===== src/rtl/core/assert_macros.svh =====
// Assertion macros used by the RTL of the strip clock renderer.
// Needs clk_i and rst_ni in the scope of each use.
`ifndef ASSERT_MACROS_SVH
`define ASSERT_MACROS_SVH

// Clocked check, off while reset is asserted.
`define ASSERT_CLK(label, prop) \
  label: assert property (@(posedge clk_i) disable iff (!rst_ni) (prop)) \
    else $error("assertion failed");

// Implication checked in the cycle after the antecedent.
`define ASSERT_NEXT(label, pre, post) \
  label: assert property (@(posedge clk_i) disable iff (!rst_ni) (pre) |=> (post)) \
    else $error("assertion failed");

`endif


===== src/rtl/core/sscr_pkg.sv =====
// Types, constants and digit tables of the strip clock renderer.
// No dependencies; imported by the top level.
package sscr_pkg;

  localparam int unsigned STRIP_LENGTH = 300;
  localparam int unsigned DIGIT_LEDS   = 288;

  localparam logic [8:0] COLON_LEFT_LED  = 9'd22;
  localparam logic [8:0] COLON_RIGHT_LED = 9'd103;
  localparam logic [8:0] COLON_MID_LED   = 9'd202;

  // Configuration register indexes
  localparam logic [2:0] REG_HOUR_COLOUR      = 3'd0;
  localparam logic [2:0] REG_MINUTE_COLOUR    = 3'd1;
  localparam logic [2:0] REG_SEPARATOR_COLOUR = 3'd2;
  localparam logic [2:0] REG_DOWNLIGHT_COLOUR = 3'd3;
  localparam logic [2:0] REG_SEPARATOR_STYLE  = 3'd4;
  localparam logic [2:0] REG_DOWNLIGHTS_ON    = 3'd5;
  localparam logic [2:0] REG_DISPLAY_ON       = 3'd6;

  // Separator styles
  localparam logic [1:0] SEP_DUAL   = 2'd0;
  localparam logic [1:0] SEP_SINGLE = 2'd1;

  localparam logic [23:0] RST_HOUR_COLOUR      = 24'hFF0000;
  localparam logic [23:0] RST_MINUTE_COLOUR    = 24'h008000;
  localparam logic [23:0] RST_SEPARATOR_COLOUR = 24'hFFFF00;
  localparam logic [23:0] RST_DOWNLIGHT_COLOUR = 24'hFFFFFF;

  localparam logic [5:0] NO_SEG = 6'h3F;

  localparam logic [6:0] DIGIT_PATTERN [10] = '{
    7'h77, 7'h24, 7'h5D, 7'h6D, 7'h2E, 7'h6B, 7'h7B, 7'h25, 7'h7F, 7'h6F
  };

  localparam logic [5:0] PLACEMENT [4][7] = '{
    '{NO_SEG, NO_SEG, 6'd14, NO_SEG, NO_SEG, 6'd15, NO_SEG},
    '{6'd12, 6'd18, 6'd21, 6'd19, 6'd17, 6'd20, 6'd1},
    '{6'd10, 6'd24, 6'd27, 6'd25, 6'd23, 6'd26, 6'd3},
    '{6'd8,  6'd30, 6'd7,  6'd31, 6'd29, 6'd6,  6'd5}
  };

  typedef struct packed {
    logic [8:0] pixel_index;
    logic [4:0] hour_value;
    logic [5:0] minute_value;
    logic       separator_phase;
  } in_word_t;

  typedef struct packed {
    logic [8:0]  pixel_out;
    logic [23:0] pixel_colour;
  } out_word_t;

  // Strip segments lit by digit d at digit position p; nothing for d above 9.
  function automatic logic [31:0] digit_seg_mask(input logic [1:0] p, input logic [3:0] d);
    logic [31:0] mask;
    logic [5:0]  seg;
    mask = '0;
    if (d <= 4'd9) begin
      for (int i = 0; i < 7; i++) begin
        seg = PLACEMENT[p][i];
        if (DIGIT_PATTERN[d][i] && seg != NO_SEG) begin
          mask[seg[4:0]] = 1'b1;
        end
      end
    end
    return mask;
  endfunction

endpackage


===== src/rtl/core/seven_segment_strip_clock_render_unit.sv =====
// Per-LED colour renderer of a four-digit seven-segment strip clock.
// Depends on sscr_pkg and assert_macros.svh.
//
// Usage: each input word carries an LED position, the hour (24-hour form),
// the minute and the colon blink phase; each output word echoes the position
// with its 0xRRGGBB colour. Both channels use valid/ready.
// The datapath is three register stages: decode (segment number, 12-hour
// digit, minute digits, LED class), segment match against the digit masks,
// and colour selection into the output register. A word passes through the
// decode, match and output registers in turn, and one word is taken every
// cycle while the receiver does not stall.
// When the receiver stalls, each stage holds its word while the stage ahead
// is full, so up to three words wait inside and input ready drops only when
// all three are full. Reset empties the pipeline and loads the colour and
// mode registers with their defaults: red hours, green minutes, yellow colon,
// white downlights, dual colon, downlights off, display on.
// Configuration writes take effect at once and belong to idle periods.
`include "assert_macros.svh"

module seven_segment_strip_clock_render_unit (
  input  logic                clk_i,
  input  logic                rst_ni,
  input  logic                cfg_we_i,
  input  logic [2:0]          cfg_addr_i,
  input  logic [23:0]         cfg_wdata_i,
  input  logic                in_valid_i,
  output logic                in_ready_o,
  input  sscr_pkg::in_word_t  in_data_i,
  output logic                out_valid_o,
  input  logic                out_ready_i,
  output sscr_pkg::out_word_t out_data_o
);
  import sscr_pkg::*;

  localparam logic [10:0] STRIP_LEN_W  = 11'(STRIP_LENGTH);
  localparam logic [10:0] DIGIT_LEDS_W = 11'(DIGIT_LEDS);

  typedef struct packed {
    logic [8:0] idx;
    logic [4:0] seg;
    logic       blank;
    logic       down;
    logic       colon;
    logic       phase;
    logic [3:0] twelve;
    logic [2:0] tens;
    logic [3:0] units;
  } dec_t;

  typedef struct packed {
    logic [8:0] idx;
    logic       blank;
    logic       down;
    logic       colon;
    logic       phase;
    logic       hour_hit;
    logic       minute_hit;
  } match_t;

  // configuration registers
  logic [23:0] hour_colour_q, minute_colour_q, separator_colour_q, downlight_colour_q;
  logic [1:0]  separator_style_q;
  logic        downlights_on_q, display_on_q;

  always_ff @(posedge clk_i or negedge rst_ni) begin
    if (!rst_ni) begin
      hour_colour_q      <= RST_HOUR_COLOUR;
      minute_colour_q    <= RST_MINUTE_COLOUR;
      separator_colour_q <= RST_SEPARATOR_COLOUR;
      downlight_colour_q <= RST_DOWNLIGHT_COLOUR;
      separator_style_q  <= SEP_DUAL;
      downlights_on_q    <= 1'b0;
      display_on_q       <= 1'b1;
    end else if (cfg_we_i) begin
      unique case (cfg_addr_i)
        REG_HOUR_COLOUR:      hour_colour_q      <= cfg_wdata_i;
        REG_MINUTE_COLOUR:    minute_colour_q    <= cfg_wdata_i;
        REG_SEPARATOR_COLOUR: separator_colour_q <= cfg_wdata_i;
        REG_DOWNLIGHT_COLOUR: downlight_colour_q <= cfg_wdata_i;
        REG_SEPARATOR_STYLE:  separator_style_q  <= cfg_wdata_i[1:0];
        REG_DOWNLIGHTS_ON:    downlights_on_q    <= cfg_wdata_i[0];
        REG_DISPLAY_ON:       display_on_q       <= cfg_wdata_i[0];
        default: ;
      endcase
    end
  end

  // stage handshakes
  logic   s1_valid_q, s2_valid_q, out_valid_q;
  logic   s1_ready, s2_ready, s3_ready;
  dec_t   s1_d, s1_q;
  match_t s2_d, s2_q;
  out_word_t out_d, out_q;

  assign s3_ready   = !out_valid_q || out_ready_i;
  assign s2_ready   = !s2_valid_q || s3_ready;
  assign s1_ready   = !s1_valid_q || s2_ready;
  assign in_ready_o = s1_ready;

  // stage 1: decode
  logic [14:0] seg_prod;
  logic [4:0]  hr_mod;
  logic [9:0]  tens_prod;
  logic [6:0]  tens_x10;
  logic [2:0]  tens;
  logic [10:0] idx_w;

  always_comb begin
    idx_w = 11'(in_data_i.pixel_index);
    // divide by 9 via reciprocal, exact below 512
    seg_prod = 15'(in_data_i.pixel_index) * 15'd57;
    if (in_data_i.hour_value >= 5'd24) begin
      hr_mod = in_data_i.hour_value - 5'd24;
    end else if (in_data_i.hour_value >= 5'd12) begin
      hr_mod = in_data_i.hour_value - 5'd12;
    end else begin
      hr_mod = in_data_i.hour_value;
    end
    // divide by 10 via reciprocal, exact below 64
    tens_prod = 10'(in_data_i.minute_value) * 10'd13;
    tens      = tens_prod[9:7];
    tens_x10  = 7'(tens) * 7'd10;

    s1_d.idx    = in_data_i.pixel_index;
    s1_d.seg    = seg_prod[13:9];
    s1_d.blank  = !display_on_q || (idx_w >= STRIP_LEN_W);
    s1_d.down   = idx_w >= DIGIT_LEDS_W;
    s1_d.colon  = ((separator_style_q == SEP_DUAL) &&
                   (in_data_i.pixel_index == COLON_LEFT_LED ||
                    in_data_i.pixel_index == COLON_RIGHT_LED)) ||
                  ((separator_style_q == SEP_SINGLE) &&
                   (in_data_i.pixel_index == COLON_MID_LED));
    s1_d.phase  = in_data_i.separator_phase;
    s1_d.twelve = (hr_mod == 5'd0) ? 4'd12 : hr_mod[3:0];
    s1_d.tens   = tens;
    s1_d.units  = 4'(7'(in_data_i.minute_value) - tens_x10);
  end

  // stage 2: segment match
  logic [31:0] lead_mask, hour_mask, mtens_mask, munits_mask;
  logic [3:0]  hr_ones;

  always_comb begin
    hr_ones     = (s1_q.twelve >= 4'd10) ? s1_q.twelve - 4'd10 : s1_q.twelve;
    lead_mask   = (s1_q.twelve >= 4'd10) ? digit_seg_mask(2'd0, 4'd1) : '0;
    hour_mask   = digit_seg_mask(2'd1, hr_ones);
    mtens_mask  = digit_seg_mask(2'd2, 4'(s1_q.tens));
    munits_mask = digit_seg_mask(2'd3, s1_q.units);

    s2_d.idx        = s1_q.idx;
    s2_d.blank      = s1_q.blank;
    s2_d.down       = s1_q.down;
    s2_d.colon      = s1_q.colon;
    s2_d.phase      = s1_q.phase;
    s2_d.hour_hit   = lead_mask[s1_q.seg] || hour_mask[s1_q.seg];
    s2_d.minute_hit = mtens_mask[s1_q.seg] || munits_mask[s1_q.seg];
  end

  // stage 3: colour selection
  always_comb begin
    out_d.pixel_out = s2_q.idx;
    priority if (s2_q.blank) begin
      out_d.pixel_colour = '0;
    end else if (s2_q.down) begin
      out_d.pixel_colour = downlights_on_q ? downlight_colour_q : '0;
    end else if (s2_q.colon) begin
      out_d.pixel_colour = s2_q.phase ? separator_colour_q : '0;
    end else if (s2_q.hour_hit) begin
      out_d.pixel_colour = hour_colour_q;
    end else if (s2_q.minute_hit) begin
      out_d.pixel_colour = minute_colour_q;
    end else begin
      out_d.pixel_colour = '0;
    end
  end

  always_ff @(posedge clk_i or negedge rst_ni) begin
    if (!rst_ni) begin
      s1_valid_q  <= 1'b0;
      s2_valid_q  <= 1'b0;
      out_valid_q <= 1'b0;
    end else begin
      if (s1_ready)  s1_valid_q  <= in_valid_i;
      if (s2_ready)  s2_valid_q  <= s1_valid_q;
      if (s3_ready)  out_valid_q <= s2_valid_q;
    end
  end

  // payload registers: load when the stage advances, hold otherwise
  always_ff @(posedge clk_i) begin
    if (s1_ready && in_valid_i)  s1_q  <= s1_d;
    if (s2_ready && s1_valid_q)  s2_q  <= s2_d;
    if (s3_ready && s2_valid_q)  out_q <= out_d;
  end

  assign out_valid_o = out_valid_q;
  assign out_data_o  = out_q;

  `ASSERT_NEXT(a_accept_fills_s1, in_valid_i && in_ready_o, s1_valid_q)
  `ASSERT_NEXT(a_s1_holds_on_stall, s1_valid_q && !s2_ready,
               s1_valid_q && $stable(s1_q))
  `ASSERT_NEXT(a_s2_to_out_index, s2_valid_q && s3_ready,
               out_valid_o && out_data_o.pixel_out == $past(s2_q.idx))

endmodule


===== config.mk =====
export PLATFORM = sky130hd
export DESIGN_NAME = seven_segment_strip_clock_render_unit
export DESIGN_NICKNAME = d
export VERILOG_FILES = /design/src/rtl/core/sscr_pkg.sv /design/src/rtl/core/seven_segment_strip_clock_render_unit.sv
export VERILOG_INCLUDE_DIRS = /design/src /design/src/rtl/core
export SDC_FILE = /design/constraint.sdc
export NUM_CORES = 1
export LEC_CHECK = 0
export BUFFER_PORTS_ARGS = -buffer_cell sky130_fd_sc_hd__buf_2
export CORE_ASPECT_RATIO = 0.8
export CORE_MARGIN = 4
export CORE_UTILIZATION = 50
export CTS_CLUSTER_SIZE = 30
export DETAILED_ROUTE_END_ITERATION = 12
export PLACE_DENSITY = 0.76
export SYNTH_ARGS = -nofsm -noshare
export SYNTH_HDL_FRONTEND = slang
export SYNTH_SLANG_ARGS = --single-unit

===== constraint.sdc =====
create_clock -name clk_i -period 2.2 [get_ports clk_i]
set_input_delay 0.11 -clock clk_i [delete_from_list [all_inputs] [get_ports clk_i]]
set_output_delay 0.11 -clock clk_i [all_outputs]
set_load 0.03 [all_outputs]

# [Yosys cells after proc, flatten, opt, wreduce, memory -nomap -nowiden]
# Memories as Yosys holds them, arrays and structs flattened.
# Cells that the tools add are included.
[op_classes] n_addsub=4 multipliers=3 n_div=0 magnitude_cmp=12 eq_ne=10 n_shift=0 mux=53 n_bitwise=3 reduce_logical=27
[op_table] operator="24-bit two-way mux" n=6
[op_table] operator="7-bit two-way mux" n=6
[op_table] operator="1-bit two-way mux" n=29
[op_table] operator="1-bit binary-select mux with 5-bit select" n=4
[op_table] operator="5-bit greater-or-equal comparator (second input constant)" n=4
[op_table] operator="5-bit two-way mux" n=4
[op_table] operator="9-bit greater-or-equal comparator (second input constant)" n=2
[op_table] operator="16-bit two-way mux" n=1
[op_table] operator="9-bit by 6-bit multiplier with 14-bit output (second input constant)" n=1
[op_table] operator="2-bit AND reduction" n=7
[op_table] operator="6-bit by 4-bit multiplier with 10-bit output (second input constant)" n=1
[op_table] operator="4-bit NOT with 5-bit output" n=2
[op_table] operator="3-bit == test (second input constant)" n=3
[op_table] operator="9-bit by 5-bit == test with 1-bit output (second input constant)" n=1
[op_table] operator="9-bit by 7-bit == test with 1-bit output (second input constant)" n=1
[op_table] operator="9-bit by 8-bit == test with 1-bit output (second input constant)" n=1
[op_table] operator="4-bit less-or-equal comparator (second input constant)" n=2
[op_table] operator="1-bit logical OR" n=8
[op_table] operator="4-bit two-way mux" n=2
[op_table] operator="3-bit by 2-bit == test with 1-bit output (second input constant)" n=2
[op_table] operator="5-bit by 6-bit < comparator with 1-bit output (second input constant)" n=1
[op_table] operator="5-bit by 4-bit greater-or-equal comparator with 1-bit output (second input constant)" n=1
[op_table] operator="1-bit logical AND" n=5
[op_table] operator="5-bit zero test" n=1
[op_table] operator="other kinds (14)" n=17
[word_totals] regBits=180 latch_bits=0 ram_bits=0 romBits=336 output_inout_bits=35 n_memories=3
[memory_table] name="(name not given)" depth=16 word_bits=7 rd=1 rd_ports_with_merged_regs=0 write_ports=0 line="sscr_pkg.sv:63" source="if (DIGIT_PATTERN[d][i] && seg != NO_SEG) begin"
[memory_table] name="(name not given)" depth=16 word_bits=7 rd=1 rd_ports_with_merged_regs=0 write_ports=0 line="sscr_pkg.sv:63"
[memory_table] name="(name not given)" depth=16 word_bits=7 rd=1 rd_ports_with_merged_regs=0 write_ports=0 line="sscr_pkg.sv:63"

# [Depth between registers and ports, before layout]
[logic_depth] depth_word=11 mapped_depth=14 depth_no_buf=14

# [Worst setup path after synthesis]
# OpenSTA, ideal clock, no wires.
[synth_timing] path_type="input-to-reg" from="in in_data_i[3] in the netlist's numbering" to="reg s1_q[3] in the netlist's numbering (data pin)" setup_ps=259 arrival_ps=2717 slack_ps=-775 cell_stages=14 path_buffers=0 cell_sequence="ha_1 -> inv_1 -> fa_1 -> inv_1 -> ha_1 -> nor3_1 -> a211oi_2 -> a21oi_1 -> xnor2_1 -> inv_1 -> fa_1 -> xnor2_1 -> xnor2_1 -> xnor2_1"
[synth_lines] item="start: declaration" line="seven_segment_strip_clock_render_unit.sv:28" source="input sscr_pkg::in_word_t in_data_i,"
[synth_lines] item="end signal: assignment" line="seven_segment_strip_clock_render_unit.sv:191" source="if (s1_ready && in_valid_i) s1_q <= s1_d;"
[synth_lines] item="end: declaration" line="seven_segment_strip_clock_render_unit.sv:91" source="dec_t s1_d, s1_q;"

==> impl_metrics.py <==
metrics = {
    "finish": {
        "seq_area_sq_um": 4950,
        "layout_commonest_cell": "mux2_2",
        "areaGrowthSynthToFinish_pct": 23.9,
        "final_core_util": 0.641,
        "nets": 1052,
        "final_cell_mix": "98 x mux2_2, 79 x buf_2, 77 x edfxtp_1",
        "diodes": 0,
        "drive_gt1_frac": 0.419,
        "multi_input_area_sq_um": 4460,
        "fill_cells": 1369,
    },
    "synthesis": {
        "syn_nets": 888,
        "ys_ff_latch": 180,
        "synth_edf_count": 77,
        "synth_area_leader_cell": "edfxtp_1",
        "synthTopCellsByArea": "edfxtp_1 24%, dfrtp_1 14%, dfstp_2 14%",
        "synthArstFlopShare": 0.572,
        "synthDistinctLibCells": 63,
        "yosysWarnings": 0,
        "synth.avg_cell_area_sq_um": 12.7,
        "synthCells": 747,
        "ys_seq_area_frac": 0.521,
        "netlist.area_leader.share": 0.243,
        "syn_area_sq_um": 9510,
        "synthFlopType": "edfxtp_1",
    },
    "floorplanning": {
        "start_util": 0.517,
        "rows": 44,
        "die-area_sq_um": 21300,
        "die_x_um": 162,
        "die_h_um": 131,
        "core_sq_um": 18400,
        "io_pins": 88,
    },
    "power_and_ir_drop": {
        "p_int_w": 0.00724,
        "power_frac_clock": 0.268,
        "p_sw_w": 0.00323,
        "p_comb_frac": 0.280,
        "swShare": 0.308,
        "total_leakage_power_nw": 4.94,
        "p_seq_frac": 0.452,
        "p_per_area_nw_per_um2": 888,
        "peakVddDrop_uv": 531,
    },
    "flow_run": {
        "maxCapViolations": 0,
    },
    "worst_setup_path": {
        "r2r_slack_ps": 50,
        "startpoint": "in_data_i[3]",
        "cp-end-kind": "register",
        "crit_path_start_kind": "input port",
        "slowest_stage": "fa_1",
        "cpLargestDelayFamily": "adder cells",
        "worst-path-buf-inv": 4,
        "crit_chain": "buf_8, ha_4, inv_2, fa_1, inv_1, ha_1, nor3_2, a211oi_2, xor2_1, ha_2, inv_2, fa_2, xnor2_2, xnor2_1, xnor2_1",
        "r2r_end": "s2_q[1]",
        "critPathRequiredTime_ps": 2380,
        "rr_worst_depth": 10,
        "crit_fanout": 3,
        "path_depth": 15,
        "critical_path.max_stage_delay_ps": 470,
        "worstSetupPathType": "input port to register",
        "worstReg2RegStart": "s1_q[8]",
        "worstPathArrival_ps": 2770,
    },
    "sta": {
        "rsz0062_at_grt": "true",
        "timing.fmax_ghz": 0.387,
        "setup_ws_ps": -384,
        "layout_min_cycle_time_ps": 2580,
        "fin_crit_sh": 1.17,
        "setup_violations": 7,
        "final_max_slew_viol_count": 0,
        "clock_skew_ps": 10.1,
        "slew_headroom": 0.279,
        "worstMarginPinSlew_ps": 1080,
        "hold_viol_final": 0,
        "fin_setup_tns_ps": -1800,
    },
    "clock_tree": {
        "clk_latency_ps": 430,
        "clkTransAtPathRegs_ps": 70,
        "clockBufferDepth": 2,
        "cts_made_buffers": 17,
        "htree_levels": 4,
        "cts_root_buffer": "clkbuf_16",
        "tritoncts": "built",
        "cts_num_sinks": 180,
    },
    "place": {
        "io_buffers": 87,
        "dp_hpwl_mm": 13.5,
        "gp_congestion": 0.859,
    },
    "min_path": {
        "hold_end": "s1_q[23]",
        "min_from": "in_data_i[15]",
        "hp-class": "input port to register",
        "hold_depth": 2,
    },
    "grt": {
        "overflow": 0,
        "grt_pass1_wl_mm": 33.3,
        "track_usage": 0.194,
        "grt_antenna_before_repair": 0,
        "grt_pass1_vias": 6576,
        "grt_max_degree": 49,
    },
    "detailed_routing": {
        "antenna_left": 0,
        "wl_per_cell_um": 17.7,
        "drt_iter0_markers": 477,
        "firstDrtPassIters": 5,
        "vias": 6455,
        "drc_errors": 0,
        "wirelength_mm": 20.8,
        "vias_per_cell": 5.48,
    },
    "outcome": {
        "violations": "negative setup slack",
        "outcome": "finished with violations",
    },
}
==> per-layer routing <==
layer | vias to the layer above | track usage | wire [um] | part of all wire
met2 | 169 | 0.302 | 9890 | 0.48
met1 | 3214 | 0.275 | 9620 | 0.46
met4 | 0 | 0.0662 | 356 | 0.017
met3 | 25 | 0.0363 | 912 | 0.044
met5 | - | 0 | 0 | 0
li1 | 3047 | - | - | -
==> Yosys cell counts, drive strengths merged, types with 11 or more instances <==
master / count
a211oi: 24
a21oi: 40
a221oi: 25
buf: 18
clkbuf: 21
dfrtp: 53
dfstp: 50
edfxtp: 77
fa: 15
ha: 73
inv: 47
mux2: 101
nand2: 37
nand2b: 11
nor2: 42
o21ai: 18
==> layout make-up <==
cell class,count,area share
clock buffer,20,0.0374
inverter,47,0.0155
sequential,180,0.420
multi-input combinational,481,0.378
timing repair buffer,184,0.114
clock inverter,12,0.00817
tap,253,0.0269
==> repair_timing <==
item | CTS | global route
setup buffers | 4 | 6
endpoints found under the setup margin | 8 | 8
hold endpoints to repair | 153 | 1
pin swaps | 20 | 20
gates cloned | 0 | 0
resized for setup | 33 | 28
hold buffers | 32 | 1
==> how the worst max path moves through the flow <==
stage                    end  slack (ps)
floorplan           s1_q[19]        -740
global placement    s1_q[19]        -860
detailed placement  s1_q[19]        -970
CTS                  s1_q[3]        -380
global route         s1_q[3]        -480
finish               s1_q[3]        -380
==> state kept, by name, summed over array words and instances, names as in the netlist <==
register and count:
hour_colour_q 24, display_on_q 1, out_d 9, out_data_o 33, separator_colour_q 24, separator_style_q 2
s1_valid_q 1, s1_q 29, minute_colour_q 24, downlight_colour_q 24, s2_valid_q 1, out_valid_o 1
s2_q 6, downlights_on_q 1
==> cells by family after synthesis <==
family                     synth area share
AOI/OAI and AO/OA                     0.101
buffers and inverters                0.0391
and+or+nand+nor                      0.0760
xor gates and xnor gates             0.0109
DFF                                   0.521
muxes                                 0.125
adders and majority gates             0.128
==> metrics by stage <==
stage               hold slack (ps)  instance area [sq um]  std cells  total power (W)  setup WS (ps)
floorplan                      -186                   9540        747          0.00652           -742
global placement               56.5                  10600       1104          0.00724           -863
detailed placement             56.7                  10600       1104          0.00736           -971
CTS                            15.2                  11600       1171           0.0103           -378
global route                   28.4                  11800       1177           0.0110           -476
finish                         37.0                  11800       1177           0.0105           -384
==> worst reg2reg max path, delay by kind of cell, from the launching register on <==
kind / cells / cell delay, ps
AOI/OAI and AO/OA: 3 / 640
DFF: 1 / 420
and+or+nand+nor: 3 / 340
buffers and inverters: 3 / 320
adders and majority gates: 1 / 290
==> power by group through the flow <==
stage                     logic [W]  clock network, W  registers (W)
after floorplan             0.00173                 0        0.00479
after detailed placement    0.00257                 0        0.00479
after CTS                   0.00277           0.00284        0.00473
after global routing        0.00323           0.00298        0.00481
after global placement      0.00249                 0        0.00475
final                       0.00293           0.00280        0.00474
Power figures use the tool's default switching activity.
